**src/design/hgce_pkg.sv**
```systemverilog
// Package: shared types and constants for the HTTP GET command extractor.
`timescale 1ns / 1ps
`default_nettype none
package hgce_pkg;

    localparam int PREFIX_MAX  = 8;
    localparam int JOB_CNT_W   = 9;
    localparam int QUEUE_DEPTH = 4;

    localparam logic [7:0] CH_G     = 8'h47;
    localparam logic [7:0] CH_E     = 8'h45;
    localparam logic [7:0] CH_T     = 8'h54;
    localparam logic [7:0] CH_SLASH = 8'h2f;
    localparam logic [7:0] CH_SPACE = 8'h20;
    localparam logic [7:0] CH_LF    = 8'h0a;
    localparam logic [7:0] CH_CR    = 8'h0d;

    localparam logic [2:0] ST_CMD        = 3'd0;
    localparam logic [2:0] ST_INDEX      = 3'd1;
    localparam logic [2:0] ST_EMPTY      = 3'd2;
    localparam logic [2:0] ST_FAIL_HUNT  = 3'd3;
    localparam logic [2:0] ST_FAIL_SLASH = 3'd4;
    localparam logic [2:0] ST_FAIL_PATH  = 3'd5;
    localparam logic [2:0] ST_TOO_LONG   = 3'd6;
    localparam logic [2:0] ST_PREFIX     = 3'd7;

    localparam logic REG_PREFIX_LEN   = 1'b0;
    localparam logic REG_PREFIX_CHARS = 1'b1;

    typedef enum logic [1:0] {
        PH_HUNT,
        PH_SLASH,
        PH_PATH
    } phase_t;

    typedef enum logic [1:0] {
        BK_IDLE,
        BK_READ,
        BK_DATA
    } back_state_t;

    typedef struct packed {
        logic [2:0]           status;
        logic [3:0]           first;
        logic [JOB_CNT_W-1:0] count;
    } job_t;

    typedef struct packed {
        logic push;
        logic full;
        logic pop;
        logic empty;
    } queue_ctl_t;

endpackage
`default_nettype wire

```
**src/design/hgce_ram.sv**
```systemverilog
// Generic single-port-write, registered-read RAM.
`timescale 1ns / 1ps
`default_nettype none
module hgce_ram #(
    parameter int WIDTH = 8,
    parameter int DEPTH = 64
) (
    input  wire logic                     clk,
    input  wire logic                     we,
    input  wire logic [$clog2(DEPTH)-1:0] waddr,
    input  wire logic [WIDTH-1:0]         wdata,
    input  wire logic                     re,
    input  wire logic [$clog2(DEPTH)-1:0] raddr,
    output logic      [WIDTH-1:0]         rdata
);

    logic [WIDTH-1:0] mem_reg [DEPTH];
    logic [WIDTH-1:0] rdata_reg;

    always_ff @(posedge clk)
    begin
        if (we)
        begin
            mem_reg[waddr] <= wdata;
        end
        if (re)
        begin
            rdata_reg <= mem_reg[raddr];
        end
    end

    assign rdata = rdata_reg;

endmodule
`default_nettype wire

```
**src/design/hgce_fifo.sv**
```systemverilog
// Short job queue between the parser front and the result back end.
`timescale 1ns / 1ps
`default_nettype none
module hgce_fifo #(
    parameter int WIDTH = 16,
    parameter int DEPTH = 4
) (
    input  wire logic             clk,
    input  wire logic             rst_n,
    input  wire logic             push,
    input  wire logic [WIDTH-1:0] wdata,
    input  wire logic             pop,
    output logic      [WIDTH-1:0] rdata,
    output logic                  full,
    output logic                  empty
);

    localparam int PW = (DEPTH > 1) ? $clog2(DEPTH) : 1;
    localparam int CW = $clog2(DEPTH + 1);

    logic [WIDTH-1:0] slot_reg [DEPTH];
    logic [PW-1:0]    wr_ptr_reg;
    logic [PW-1:0]    wr_ptr_next;
    logic [PW-1:0]    rd_ptr_reg;
    logic [PW-1:0]    rd_ptr_next;
    logic [CW-1:0]    fill_reg;
    logic [CW-1:0]    fill_next;
    logic             do_push;
    logic             do_pop;

    assign full    = (fill_reg == CW'(DEPTH));
    assign empty   = (fill_reg == '0);
    assign do_push = push && !full;
    assign do_pop  = pop && !empty;
    assign rdata   = slot_reg[rd_ptr_reg];

    always_comb
    begin
        wr_ptr_next = wr_ptr_reg;
        rd_ptr_next = rd_ptr_reg;
        fill_next   = fill_reg;
        if (do_push)
        begin
            wr_ptr_next = (wr_ptr_reg == PW'(DEPTH - 1)) ? '0 : wr_ptr_reg + PW'(1);
        end
        if (do_pop)
        begin
            rd_ptr_next = (rd_ptr_reg == PW'(DEPTH - 1)) ? '0 : rd_ptr_reg + PW'(1);
        end
        if (do_push && !do_pop)
        begin
            fill_next = fill_reg + CW'(1);
        end
        else if (do_pop && !do_push)
        begin
            fill_next = fill_reg - CW'(1);
        end
    end

    always_ff @(posedge clk or negedge rst_n)
    begin
        if (!rst_n)
        begin
            wr_ptr_reg <= '0;
            rd_ptr_reg <= '0;
            fill_reg   <= '0;
        end
        else
        begin
            wr_ptr_reg <= wr_ptr_next;
            rd_ptr_reg <= rd_ptr_next;
            fill_reg   <= fill_next;
        end
    end

    always_ff @(posedge clk)
    begin
        if (do_push)
        begin
            slot_reg[wr_ptr_reg] <= wdata;
        end
    end

endmodule
`default_nettype wire

```
**src/design/hgce_front.sv**
```systemverilog
// Parser front: configuration registers, GET hunt, path capture and job issue.
`timescale 1ns / 1ps
`default_nettype none
module hgce_front
    import hgce_pkg::*;
#(
    parameter int PATH_LEN_MAX = 64
) (
    input  wire logic                            clk,
    input  wire logic                            rst_n,
    input  wire logic                            cfg_valid,
    output logic                                 cfg_ready,
    input  wire logic                            cfg_index,
    input  wire logic [63:0]                     cfg_data,
    input  wire logic                            in_valid,
    output logic                                 in_stall,
    input  wire logic                            mode,
    input  wire logic [7:0]                      data_byte,
    output logic                                 push,
    output job_t                                 job,
    input  wire logic                            queue_full,
    input  wire logic                            replay_done,
    output logic                                 ram_we,
    output logic [$clog2(PATH_LEN_MAX)-1:0]      ram_waddr,
    output logic [7:0]                           ram_wdata,
    output logic                                 replay_pend
);

    localparam int AW = $clog2(PATH_LEN_MAX);
    localparam int CW = $clog2(PATH_LEN_MAX + 1);

    logic [3:0]           prefix_len_reg;
    logic [63:0]          prefix_chars_reg;
    phase_t               phase_reg;
    phase_t               phase_next;
    logic [15:0]          recent_reg;
    logic [15:0]          recent_next;
    logic [CW-1:0]        count_reg;
    logic [CW-1:0]        count_next;
    logic                 bad_reg;
    logic                 bad_next;
    logic                 pend_reg;
    logic                 pend_next;

    logic                 accept;
    logic                 is_sp;
    logic                 is_slash;
    logic                 is_crlf;
    logic                 get_hit;
    logic [CW-1:0]        count_inc;
    logic                 at_full;
    logic [3:0]           plen_eff;
    logic [JOB_CNT_W-1:0] cnt_ext;
    logic [JOB_CNT_W-1:0] plen_ext;
    logic [7:0]           pfx_byte;

    assign cfg_ready   = 1'b1;
    assign in_stall    = queue_full || ((phase_reg == PH_PATH) && pend_reg);
    assign accept      = in_valid && !in_stall;
    assign replay_pend = pend_reg;

    assign is_sp     = (data_byte == CH_SPACE);
    assign is_slash  = (data_byte == CH_SLASH);
    assign is_crlf   = (data_byte == CH_CR) || (data_byte == CH_LF);
    assign get_hit   = (recent_reg == {CH_G, CH_E}) && (data_byte == CH_T);
    assign count_inc = count_reg + CW'(1);
    assign at_full   = (count_inc == CW'(PATH_LEN_MAX));
    assign plen_eff  = (prefix_len_reg > 4'(PREFIX_MAX)) ? 4'(PREFIX_MAX) : prefix_len_reg;
    assign cnt_ext   = JOB_CNT_W'(count_reg);
    assign plen_ext  = JOB_CNT_W'(plen_eff);
    assign pfx_byte  = prefix_chars_reg[cnt_ext[2:0] * 8 +: 8];

    assign ram_waddr = count_reg[AW-1:0];
    assign ram_wdata = data_byte;

    always_comb
    begin
        phase_next = phase_reg;
        if (accept)
        begin
            if (mode)
            begin
                phase_next = PH_HUNT;
            end
            else
            begin
                unique case (phase_reg)
                    PH_SLASH:
                    begin
                        if (is_slash)
                        begin
                            phase_next = PH_PATH;
                        end
                        else if (!is_sp)
                        begin
                            phase_next = PH_HUNT;
                        end
                    end
                    PH_PATH:
                    begin
                        if (is_crlf || is_sp || at_full)
                        begin
                            phase_next = PH_HUNT;
                        end
                    end
                    default:
                    begin
                        phase_next = get_hit ? PH_SLASH : PH_HUNT;
                    end
                endcase
            end
        end
    end

    always_comb
    begin
        recent_next = recent_reg;
        count_next  = count_reg;
        bad_next    = bad_reg;
        push        = 1'b0;
        job         = '0;
        ram_we      = 1'b0;
        if (accept)
        begin
            if (mode)
            begin
                push = 1'b1;
                unique case (phase_reg)
                    PH_SLASH: job.status = ST_FAIL_SLASH;
                    PH_PATH:  job.status = ST_FAIL_PATH;
                    default:  job.status = ST_FAIL_HUNT;
                endcase
                recent_next = '0;
                count_next  = '0;
                bad_next    = 1'b0;
            end
            else
            begin
                unique case (phase_reg)
                    PH_SLASH:
                    begin
                        if (is_slash || !is_sp)
                        begin
                            recent_next = '0;
                            count_next  = '0;
                            bad_next    = 1'b0;
                        end
                    end
                    PH_PATH:
                    begin
                        if (is_crlf)
                        begin
                            recent_next = '0;
                            count_next  = '0;
                            bad_next    = 1'b0;
                        end
                        else if (!is_sp)
                        begin
                            ram_we     = 1'b1;
                            count_next = count_inc;
                            if ((cnt_ext < plen_ext) && (data_byte != pfx_byte))
                            begin
                                bad_next = 1'b1;
                            end
                            if (at_full)
                            begin
                                push        = 1'b1;
                                job.status  = ST_TOO_LONG;
                                recent_next = '0;
                                count_next  = '0;
                                bad_next    = 1'b0;
                            end
                        end
                        else
                        begin
                            push        = 1'b1;
                            recent_next = '0;
                            count_next  = '0;
                            bad_next    = 1'b0;
                            if (count_reg == '0)
                            begin
                                job.status = ST_INDEX;
                            end
                            else if ((cnt_ext < plen_ext) || bad_reg)
                            begin
                                job.status = ST_PREFIX;
                            end
                            else if (cnt_ext == plen_ext)
                            begin
                                job.status = ST_EMPTY;
                            end
                            else
                            begin
                                job.status = ST_CMD;
                                job.first  = plen_eff;
                                job.count  = cnt_ext;
                            end
                        end
                    end
                    default:
                    begin
                        recent_next = get_hit ? 16'h0000 : {recent_reg[7:0], data_byte};
                    end
                endcase
            end
        end
    end

    always_comb
    begin
        pend_next = pend_reg;
        if (replay_done)
        begin
            pend_next = 1'b0;
        end
        if (push && (job.status == ST_CMD))
        begin
            pend_next = 1'b1;
        end
    end

    always_ff @(posedge clk or negedge rst_n)
    begin
        if (!rst_n)
        begin
            prefix_len_reg   <= '0;
            prefix_chars_reg <= '0;
            phase_reg        <= PH_HUNT;
            recent_reg       <= '0;
            count_reg        <= '0;
            bad_reg          <= 1'b0;
            pend_reg         <= 1'b0;
        end
        else
        begin
            if (cfg_valid && cfg_ready)
            begin
                unique case (cfg_index)
                    REG_PREFIX_LEN:   prefix_len_reg   <= cfg_data[3:0];
                    REG_PREFIX_CHARS: prefix_chars_reg <= cfg_data;
                    default:          prefix_len_reg   <= prefix_len_reg;
                endcase
            end
            phase_reg  <= phase_next;
            recent_reg <= recent_next;
            count_reg  <= count_next;
            bad_reg    <= bad_next;
            pend_reg   <= pend_next;
        end
    end

endmodule
`default_nettype wire

```
**src/design/hgce_back.sv**
```systemverilog
// Result back end: single status words and command replay from the path store.
`timescale 1ns / 1ps
`default_nettype none
module hgce_back
    import hgce_pkg::*;
#(
    parameter int PATH_LEN_MAX = 64
) (
    input  wire logic                            clk,
    input  wire logic                            rst_n,
    input  wire logic                            queue_empty,
    output logic                                 pop,
    input  wire job_t                            job,
    output logic                                 ram_re,
    output logic [$clog2(PATH_LEN_MAX)-1:0]      ram_raddr,
    input  wire logic [7:0]                      ram_rdata,
    output logic                                 out_valid,
    input  wire logic                            out_stall,
    output logic [2:0]                           status,
    output logic [7:0]                           cmd_char,
    output logic                                 last,
    output logic                                 replay_done
);

    localparam int AW = $clog2(PATH_LEN_MAX);

    back_state_t          state_reg;
    back_state_t          state_next;
    logic [JOB_CNT_W-1:0] addr_reg;
    logic [JOB_CNT_W-1:0] addr_next;
    logic [JOB_CNT_W-1:0] end_reg;
    logic [JOB_CNT_W-1:0] end_next;
    logic                 out_valid_reg;
    logic                 out_valid_next;
    logic [2:0]           status_reg;
    logic [7:0]           char_reg;
    logic                 last_reg;

    logic                 out_free;
    logic                 is_last;
    logic                 load_single;
    logic                 load_char;
    logic                 start_replay;

    assign out_free  = !out_valid_reg || !out_stall;
    assign is_last   = ((addr_reg + JOB_CNT_W'(1)) == end_reg);
    assign ram_raddr = addr_reg[AW-1:0];

    assign out_valid = out_valid_reg;
    assign status    = status_reg;
    assign cmd_char  = char_reg;
    assign last      = last_reg;

    always_comb
    begin
        state_next = state_reg;
        unique case (state_reg)
            BK_IDLE:
            begin
                if (!queue_empty && out_free && (job.status == ST_CMD))
                begin
                    state_next = BK_READ;
                end
            end
            BK_READ:
            begin
                state_next = BK_DATA;
            end
            BK_DATA:
            begin
                if (out_free)
                begin
                    state_next = is_last ? BK_IDLE : BK_READ;
                end
            end
            default:
            begin
                state_next = BK_IDLE;
            end
        endcase
    end

    always_comb
    begin
        pop          = 1'b0;
        ram_re       = 1'b0;
        load_single  = 1'b0;
        load_char    = 1'b0;
        start_replay = 1'b0;
        unique case (state_reg)
            BK_IDLE:
            begin
                if (!queue_empty && out_free)
                begin
                    pop          = 1'b1;
                    start_replay = (job.status == ST_CMD);
                    load_single  = (job.status != ST_CMD);
                end
            end
            BK_READ:
            begin
                ram_re = 1'b1;
            end
            BK_DATA:
            begin
                load_char = out_free;
            end
            default:
            begin
                pop = 1'b0;
            end
        endcase
        replay_done = load_char && is_last;
    end

    always_comb
    begin
        addr_next      = addr_reg;
        end_next       = end_reg;
        out_valid_next = out_valid_reg && out_stall;
        if (start_replay)
        begin
            addr_next = JOB_CNT_W'(job.first);
            end_next  = job.count;
        end
        else if (load_char)
        begin
            addr_next = addr_reg + JOB_CNT_W'(1);
        end
        if (load_single || load_char)
        begin
            out_valid_next = 1'b1;
        end
    end

    always_ff @(posedge clk or negedge rst_n)
    begin
        if (!rst_n)
        begin
            state_reg     <= BK_IDLE;
            addr_reg      <= '0;
            end_reg       <= '0;
            out_valid_reg <= 1'b0;
        end
        else
        begin
            state_reg     <= state_next;
            addr_reg      <= addr_next;
            end_reg       <= end_next;
            out_valid_reg <= out_valid_next;
        end
    end

    always_ff @(posedge clk)
    begin
        if (load_single)
        begin
            status_reg <= job.status;
            char_reg   <= 8'h00;
            last_reg   <= 1'b1;
        end
        else if (load_char)
        begin
            status_reg <= ST_CMD;
            char_reg   <= ram_rdata;
            last_reg   <= is_last;
        end
    end

endmodule
`default_nettype wire

```
**src/design/http_get_command_extractor.sv**
```systemverilog
// Top level: HTTP GET command extractor.
// Takes one request byte per cycle while in_stall is low. The front parser hunts for GET,
// skips spaces to the slash and writes path bytes into a path store RAM; each outcome goes
// as a job into a four-entry queue. The back end turns a job into one status word, or
// replays the path bytes after the prefix via a RAM read, then the output register. While a
// replay is still queued or running, the front stalls once it collects a new path; hunting
// and slash seeking go on at one byte per cycle unless the job queue is full. The output
// register holds a word under out_stall. No clearing pass runs after reset.
`timescale 1ns / 1ps
`default_nettype none
module http_get_command_extractor
    import hgce_pkg::*;
#(
    parameter int PATH_LEN_MAX = 64
) (
    input  wire logic        clk,
    input  wire logic        rst_n,
    input  wire logic        cfg_valid,
    output logic             cfg_ready,
    input  wire logic        cfg_index,
    input  wire logic [63:0] cfg_data,
    input  wire logic        in_valid,
    output logic             in_stall,
    input  wire logic        mode,
    input  wire logic [7:0]  data_byte,
    output logic             out_valid,
    input  wire logic        out_stall,
    output logic [2:0]       status,
    output logic [7:0]       cmd_char,
    output logic             last
);

    localparam int AW = $clog2(PATH_LEN_MAX);

    queue_ctl_t    qctl;
    job_t          job_in;
    job_t          job_out;
    logic          ram_we;
    logic [AW-1:0] ram_waddr;
    logic [7:0]    ram_wdata;
    logic          ram_re;
    logic [AW-1:0] ram_raddr;
    logic [7:0]    ram_rdata;
    logic          replay_done;
    logic          replay_pend;

    hgce_front #(
        .PATH_LEN_MAX (PATH_LEN_MAX)
    ) u_front (
        .clk         (clk),
        .rst_n       (rst_n),
        .cfg_valid   (cfg_valid),
        .cfg_ready   (cfg_ready),
        .cfg_index   (cfg_index),
        .cfg_data    (cfg_data),
        .in_valid    (in_valid),
        .in_stall    (in_stall),
        .mode        (mode),
        .data_byte   (data_byte),
        .push        (qctl.push),
        .job         (job_in),
        .queue_full  (qctl.full),
        .replay_done (replay_done),
        .ram_we      (ram_we),
        .ram_waddr   (ram_waddr),
        .ram_wdata   (ram_wdata),
        .replay_pend (replay_pend)
    );

    hgce_fifo #(
        .WIDTH ($bits(job_t)),
        .DEPTH (QUEUE_DEPTH)
    ) u_queue (
        .clk   (clk),
        .rst_n (rst_n),
        .push  (qctl.push),
        .wdata (job_in),
        .pop   (qctl.pop),
        .rdata (job_out),
        .full  (qctl.full),
        .empty (qctl.empty)
    );

    hgce_ram #(
        .WIDTH (8),
        .DEPTH (PATH_LEN_MAX)
    ) u_path_ram (
        .clk   (clk),
        .we    (ram_we),
        .waddr (ram_waddr),
        .wdata (ram_wdata),
        .re    (ram_re),
        .raddr (ram_raddr),
        .rdata (ram_rdata)
    );

    hgce_back #(
        .PATH_LEN_MAX (PATH_LEN_MAX)
    ) u_back (
        .clk         (clk),
        .rst_n       (rst_n),
        .queue_empty (qctl.empty),
        .pop         (qctl.pop),
        .job         (job_out),
        .ram_re      (ram_re),
        .ram_raddr   (ram_raddr),
        .ram_rdata   (ram_rdata),
        .out_valid   (out_valid),
        .out_stall   (out_stall),
        .status      (status),
        .cmd_char    (cmd_char),
        .last        (last),
        .replay_done (replay_done)
    );

    a_no_path_overwrite: assert property (@(posedge clk) disable iff (!rst_n)
        ram_we |-> !replay_pend)
        else $error("path store written during replay");

    a_no_queue_overflow: assert property (@(posedge clk) disable iff (!rst_n)
        qctl.push |-> !qctl.full)
        else $error("job queue overflow");

    a_status_word_last: assert property (@(posedge clk) disable iff (!rst_n)
        (out_valid && (status != ST_CMD)) |-> last)
        else $error("status word without last");

    a_replay_tracked: assert property (@(posedge clk) disable iff (!rst_n)
        replay_done |-> replay_pend)
        else $error("replay finished with none pending");

endmodule
`default_nettype wire
```
**config.mk**
```make
export PLATFORM = sky130hd
export DESIGN_NAME = http_get_command_extractor
export DESIGN_NICKNAME = d
export VERILOG_FILES = /design/src/design/hgce_pkg.sv /design/src/design/hgce_ram.sv /design/src/design/hgce_fifo.sv /design/src/design/hgce_front.sv /design/src/design/hgce_back.sv /design/src/design/http_get_command_extractor.sv
export SDC_FILE = /design/constraint.sdc
export NUM_CORES = 1
export LEC_CHECK = 0
export BUFFER_PORTS_ARGS = -buffer_cell sky130_fd_sc_hd__buf_2
export CAP_MARGIN = 20
export CELL_PAD_IN_SITES_DETAIL_PLACEMENT = 0
export CELL_PAD_IN_SITES_GLOBAL_PLACEMENT = 1
export CORE_UTILIZATION = 54
export DETAILED_ROUTE_END_ITERATION = 10
export PLACE_DENSITY = 0.77
export SLEW_MARGIN = 20
export SYNTH_ARGS = -nofsm -noshare
export SYNTH_HDL_FRONTEND = slang
export SYNTH_SLANG_ARGS = --single-unit
```
**constraint.sdc**
```tcl
create_clock -name clk -period 3.8 [get_ports clk]
set_input_delay 0.19 -clock clk [delete_from_list [all_inputs] [get_ports clk]]
set_output_delay 0.19 -clock clk [all_outputs]
set_load 0.005 [all_outputs]
```
==> results.yml, run 1 <==
synthesis:
  yosys.area.top_type: "edfxtp_1"
  ys_warn_count: 0
  ys_ff_latch: 709
  synth-edff-count: 579
  syn_nets: 1668
  synth_area_leaders: "edfxtp_1, mux4_2, dfrtp_1, mux2_2, mux2i_1"
  ys_async_sr_fraction_pct: 17.1
  netlist_area_um2: 29000
  syn_area_per_cell_um2: 18.4
  ys.flop_type: "edfxtp_1"
  ys_seq_area_share_pct: 71.0
  synth_cells: 1573
  ys_types: 75
  synth_top_area_share_pct: 60.0
global_routing:
  grt_usage_pct: 24.7
  grt_pass1_vias: 15680
  grt_pass1_wl_mm: 98.1
  overflow: 0
  antenna_found_initial: 0
  grt_max_degree: 69
cts:
  cts_tree: "yes"
  cts_resized: 0
  postCtsHoldBufs: 68
  cts_max_path_buffers: 3
  cts_setup_buffers: 0
  clk_pin_slew_ns: 0.06
  cts_buffers: 72
  clockRootBuffer: "clkbuf_16"
  clock_sinks: 709
  cts_max_level: 3
  clk_latency_ns: 0.61
layout:
  final_nets: 1880
  largest_register_ffs: 512
  layout_commonest_cell: "edfxtp_1"
  final-seq-area_um2: 20600
  final_cell_mix: "edfxtp_1, mux4_2, dfrtp_1"
  final_layout_size_suffix_gt1_share_pct: 28.4
  area_growth_pct: 15.1
  final_area_um2: 33400
  multi_input_area_um2: 7890
  fillers: 3710
  diodes: 0
drt:
  num_vias: 15477
  drt_iter0_drc: 1302
  wirelength_mm: 65.1
  route.detailed.drc: 0
  ant_nets: 0
  firstDrtPassIters: 7
  wl_per_cell_um: 25.7
  via_per_inst: 6.11
placed_design:
  portBuffers: 92
  place_area_um2: 30400
  gp_congestion: 0.813
  place_hpwl_mm: 40.7
sta:
  grt_setup_unrepaired: "false"
  max_slew_margin_pct: 21.8
  hold_viol_final: 0
  setup_tns_ns: 0
  setup_viol: 0
  max_clock_freq_ghz: 0.288
  drv_slew: 0
  worst_hold_slack_ns: 0.0512
  fin_skew_ns: 0.0249
  period_share_pct: 91.4
  post-route-min-period_ns: 3.47
  worstMarginPinSlew_ns: 1.17
run:
  drv_cap: 0
worst_setup_path:
  path_buf_inv: 2
  path_cells: "buf_4 > buf_4 > mux4_2 > mux4_2 > mux2i_1 > a21oi_1"
  r2r_end: "u_path_ram.rdata[7]$_DFFE_PN_"
  path_max_fanout: 47
  required_ns: 4.12
  worstRegToRegCells: 6
  worst_path_dominant_cell_family: "multiplexers"
  max_stage_delay_ns: 1.03
  endpoint_kind: "register"
  critPathLaunchType: "register"
  worstSetupPathType: "register to register"
  r2r_start: "u_back.addr_reg[0]$_DFFE_PN0P_"
  r2r_setup_slack_ns: 0.33
  cp.arrival_ns: 3.79
  crit_slowest_cell: "dfrtp_4"
pwr:
  p_leak_nw: 11.4
  p_per_area_nw_per_um2: 640
  total_power_mw: 21.4
  ir_drop_uv: 426
floorplanning:
  core_area_um2: 52800
  die-area_um2: 54600
  start_util_pct: 55.0
  die_w_um: 234
  fp.dieH_um: 234
  io_pins: 94
  rows: 84
hold_path:
  min_path_type: "primary input to register"
  min_to: "u_path_ram.mem_reg[14][7]$_DFFE_PP_"
  whs_path_depth: 2
  hold_start: "data_byte[7]"
run_status:
  status: "finished clean"
[metrics by stage]
step                worst slack, ns  std cells  utilization (%)
CTS                           0.263       2531             63.2
detailed placement            0.247       2331             57.7
finish                        0.326       2531             63.3
floorplan                      1.02       1573                -
global route                 0.0987       2531             63.3
global placement              0.280       2330             57.6
[where the power goes]
| group | internal (mW) | leakage (nW) | switching [mW] |
|---|---|---|---|
| combinational | 2.68 | 3.53 | 2.30 |
| sequential | 8.89 | 6.79 | 0.705 |
| clock | 3.91 | 1.11 | 2.88 |
[logic make-up after synthesis]
group	synth area share, %
xor+xnor	0.544
other cells	0.0129
flops	71.0
buf+inv	1.85
simple gates	4.77
mux	18.0
fa+ha+maj	0.716
compound gates	3.08
[final cells by class]
class | count | share of cell area (%)
Timing Repair Buffer | 219 | 4.88
Sequential cell | 709 | 61.7
Clock buffer | 92 | 5.84
Inverter | 36 | 0.405
Tap cell | 688 | 2.58
Clock inverter | 40 | 0.919
Multi-Input combinational cell | 747 | 23.6
[worst max path at each step]
stage / start / to / slack, ns / depth (start not counted)
floorplan: u_front.count_reg[4]$_DFFE_PN0P_ / u_queue.fill_reg[2]$_DFFE_PN0P_ / 1.02 / 13
global placement: u_back.addr_reg[0]$_DFFE_PN0P_ / u_path_ram.rdata[7]$_DFFE_PN_ / 0.28 / 6
detailed placement: u_back.addr_reg[0]$_DFFE_PN0P_ / u_path_ram.rdata[7]$_DFFE_PN_ / 0.25 / 6
CTS: u_back.addr_reg[0]$_DFFE_PN0P_ / u_path_ram.rdata[7]$_DFFE_PN_ / 0.26 / 6
global route: u_back.addr_reg[0]$_DFFE_PN0P_ / u_path_ram.rdata[7]$_DFFE_PN_ / 0.1 / 6
finish: u_back.addr_reg[0]$_DFFE_PN0P_ / u_path_ram.rdata[7]$_DFFE_PN_ / 0.33 / 6
[synth_stat cells, types with 3 or more instances]
cell,n
nor2_1,102
nand4_1,6
nand3b_1,5
buf_4,5
o31ai_1,19
nor3b_1,4
a211oi_1,8
and3_1,11
mux2_2,72
dfrtp_1,121
clkbuf_1,38
nor2b_1,17
nand2b_1,3
xnor2_1,11
a22oi_1,14
nor3_1,7
dfxtp_1,9
o21ai_0,17
nand3_1,19
nand2_1,80
a21oi_1,37
buf_1,5
or4_1,4
xor2_1,7
inv_1,35
mux4_2,176
buf_2,27
buf_6,6
ha_1,15
mux2i_1,40
and2_1,10
or3_1,3
edfxtp_1,579
nor4_1,5
[per-layer routing]
layer | global-route usage (%) | vias to the layer above | wire length (µm)
met5 | 0 | - | 0
met4 | 8.26 | 0 | 1730
met3 | 4.14 | 90 | 4050
met2 | 40.6 | 557 | 32300
met1 | 33.9 | 8137 | 27000
li1 | - | 6693 | -
Note: power is estimated with default switching activity, not from simulation.
==> run 2, diff against run 1 <==
--- a/config.mk
+++ b/config.mk
@@ -7,11 +7,9 @@
 export LEC_CHECK = 0
 export BUFFER_PORTS_ARGS = -buffer_cell sky130_fd_sc_hd__buf_2
 export CAP_MARGIN = 20
-export CELL_PAD_IN_SITES_DETAIL_PLACEMENT = 0
-export CELL_PAD_IN_SITES_GLOBAL_PLACEMENT = 1
-export CORE_UTILIZATION = 54
+export CORE_UTILIZATION = 60
 export DETAILED_ROUTE_END_ITERATION = 10
-export PLACE_DENSITY = 0.77
+export PLACE_DENSITY = 0.75
 export SLEW_MARGIN = 20
 export SYNTH_ARGS = -nofsm -noshare
 export SYNTH_HDL_FRONTEND = slang
==> run 2 against run 1 <==
  * Non-clock buffer count down 9
  * Clock power fell by 0.9%
  * Maximum frequency up 7.5%
  * Combinational power is 5.6% higher
  * Wire length hardly changed
  * Total power is 0.15% higher
  * Flip-flop and latch count did not move
  * Critical path depth stayed put
  * Via count rose by 0.11%
  * Cell count fell by 3.3%
  * First-iteration DRC count grew 23%
  * Sequential power is 2% lower
  * Largest power group unchanged
==> results.yml, run 2 (same netlist as run 1, synthesis figures left out) <==
layout:
  fillers: 2931
  final_layout_size_suffix_gt1_share_pct: 27.3
  final_cell_mix: "edfxtp_1, mux4_2, dfrtp_1"
  largest_register_ffs: 512
  layout_commonest_cell: "edfxtp_1"
  area_growth_pct: 14.5
  final_util_pct: 69.6
  final_nets: 1870
sta:
  grt_setup_unrepaired: "false"
  worstMarginPinSlew_ns: 1.17
  max_slew_margin_pct: 21.9
  max_clock_freq_ghz: 0.309
  drv_slew: 0
  setup_tns_ns: 0
  fin_skew_ns: 0.0291
  setup_viol: 0
  post-route-min-period_ns: 3.23
  period_share_pct: 85.0
  hold_viol_final: 0
worst_setup_path:
  path_buf_inv: 2
  required_ns: 4.10
  path_cells: "buf_12 > buf_12 > mux4_2 > mux4_2 > mux2i_1 > a21oi_1"
  worstSetupPathType: "register to register"
  path_max_fanout: 45
  endpoint_kind: "register"
  worst_path_dominant_cell_family: "multiplexers"
  critPathLaunchType: "register"
  cp.arrival_ns: 3.53
  max_stage_delay_ns: 0.87
  crit_slowest_cell: "dfrtp_4"
cts:
  clock_sinks: 709
  cts_tree: "yes"
  postCtsHoldBufs: 71
  cts_buffers: 71
  cts_setup_buffers: 0
  clk_pin_slew_ns: 0.06
  clockRootBuffer: "clkbuf_16"
  cts_max_level: 3
  cts_max_path_buffers: 3
  cts_resized: 0
  clk_latency_ns: 0.61
placed_design:
  place_hpwl_mm: 39.8
  gp_congestion: 0.842
  portBuffers: 92
floorplanning:
  start_util_pct: 60.7
  fp.dieH_um: 222
  die-area_um2: 49200
  die_w_um: 222
  io_pins: 94
  rows: 80
  core_area_um2: 47700
pwr:
  p_leak_nw: 11.4
  p_per_area_nw_per_um2: 644
  ir_drop_uv: 596
  total_power_mw: 21.4
global_routing:
  antenna_found_initial: 2
  grt_pass1_wl_mm: 98.9
  grt_pass1_vias: 15859
  grt_usage_pct: 27.5
  grt_max_degree: 73
  overflow: 0
drt:
  drt_iter0_drc: 1604
  wirelength_mm: 65.1
  wl_per_cell_um: 26.6
  route.detailed.drc: 0
  firstDrtPassIters: 7
  num_vias: 15494
  via_per_inst: 6.33
  ant_nets: 0
run:
  drv_cap: 0
run_status:
  status: "finished clean"
hold_path:
  min_path_type: "primary input to register"
[run 2: path summary, 6_finish.rpt]
kind,start,to,slack [ns],depth (start not counted)
max in group asynchronous,rst_n,u_front.prefix_chars_reg[39]$_DFFE_PN0P_,2.72,3
worst max-delay path,u_back.addr_reg[1]$_DFFE_PN0P_,u_path_ram.rdata[0]$_DFFE_PN_,0.57,6
worst min-delay path,data_byte[1],u_front.recent_reg[1]$_DFFE_PN0P_,0.03,3
worst min register to register,u_back.cmd_char[1]$_SDFFE_PP0P_,u_back.cmd_char[1]$_SDFFE_PP0P_,0.45,2
min in group asynchronous,rst_n,u_back.addr_reg[1]$_DFFE_PN0P_,0.25,2
worst max register to register,u_back.addr_reg[1]$_DFFE_PN0P_,u_path_ram.rdata[0]$_DFFE_PN_,0.57,6
[run 2: final cells by class]
class	count	area, µm²	area share, %
Multi-Input combinational cell	747	7880	23.7
Antenna cell	2	5.00	0.0151
Clock buffer	88	1930	5.80
Sequential cell	709	20600	62.0
Tap cell	615	769	2.32
Timing Repair Buffer	210	1600	4.82
Clock inverter	41	294	0.885
Inverter	36	135	0.407
[run 2: worst min-delay path, cell delays in order]
cell and delay (ns):
buf_2 0.22, inv_1 0.10, o31ai_1 0.08
[run 2: where the power goes]
| group | total (mW) | internal [mW] | switching, mW |
|---|---|---|---|
| logic | 5.26 | 2.67 | 2.59 |
| clock network | 6.72 | 3.87 | 2.85 |
| registers | 9.41 | 8.89 | 0.519 |
| total | 21.4 | 15.4 | 5.96 |
[run 2: routing by layer]
layer	share of wire [%]	global-route usage, %	vias to the layer above
li1	-	-	6679
met1	40	38.6	8035
met2	48	43.3	675
met3	8.2	5.78	103
met4	2.9	9.79	2
met5	0.10	0.978	-
[run 2: metrics by stage]
stage | instance area (µm²) | worst slack, ns | hold WS, ns | std cells
after global routing | 33200 | 0.467 | 0.0294 | 2447
final | 33200 | 0.568 | 0.0342 | 2448
after CTS | 33200 | 0.589 | 0.0118 | 2446
after detailed placement | 30300 | 0.613 | 0.361 | 2246
after global placement | 30300 | 0.651 | 0.354 | 2246
after floorplan | 29000 | 1.02 | -0.106 | 1573
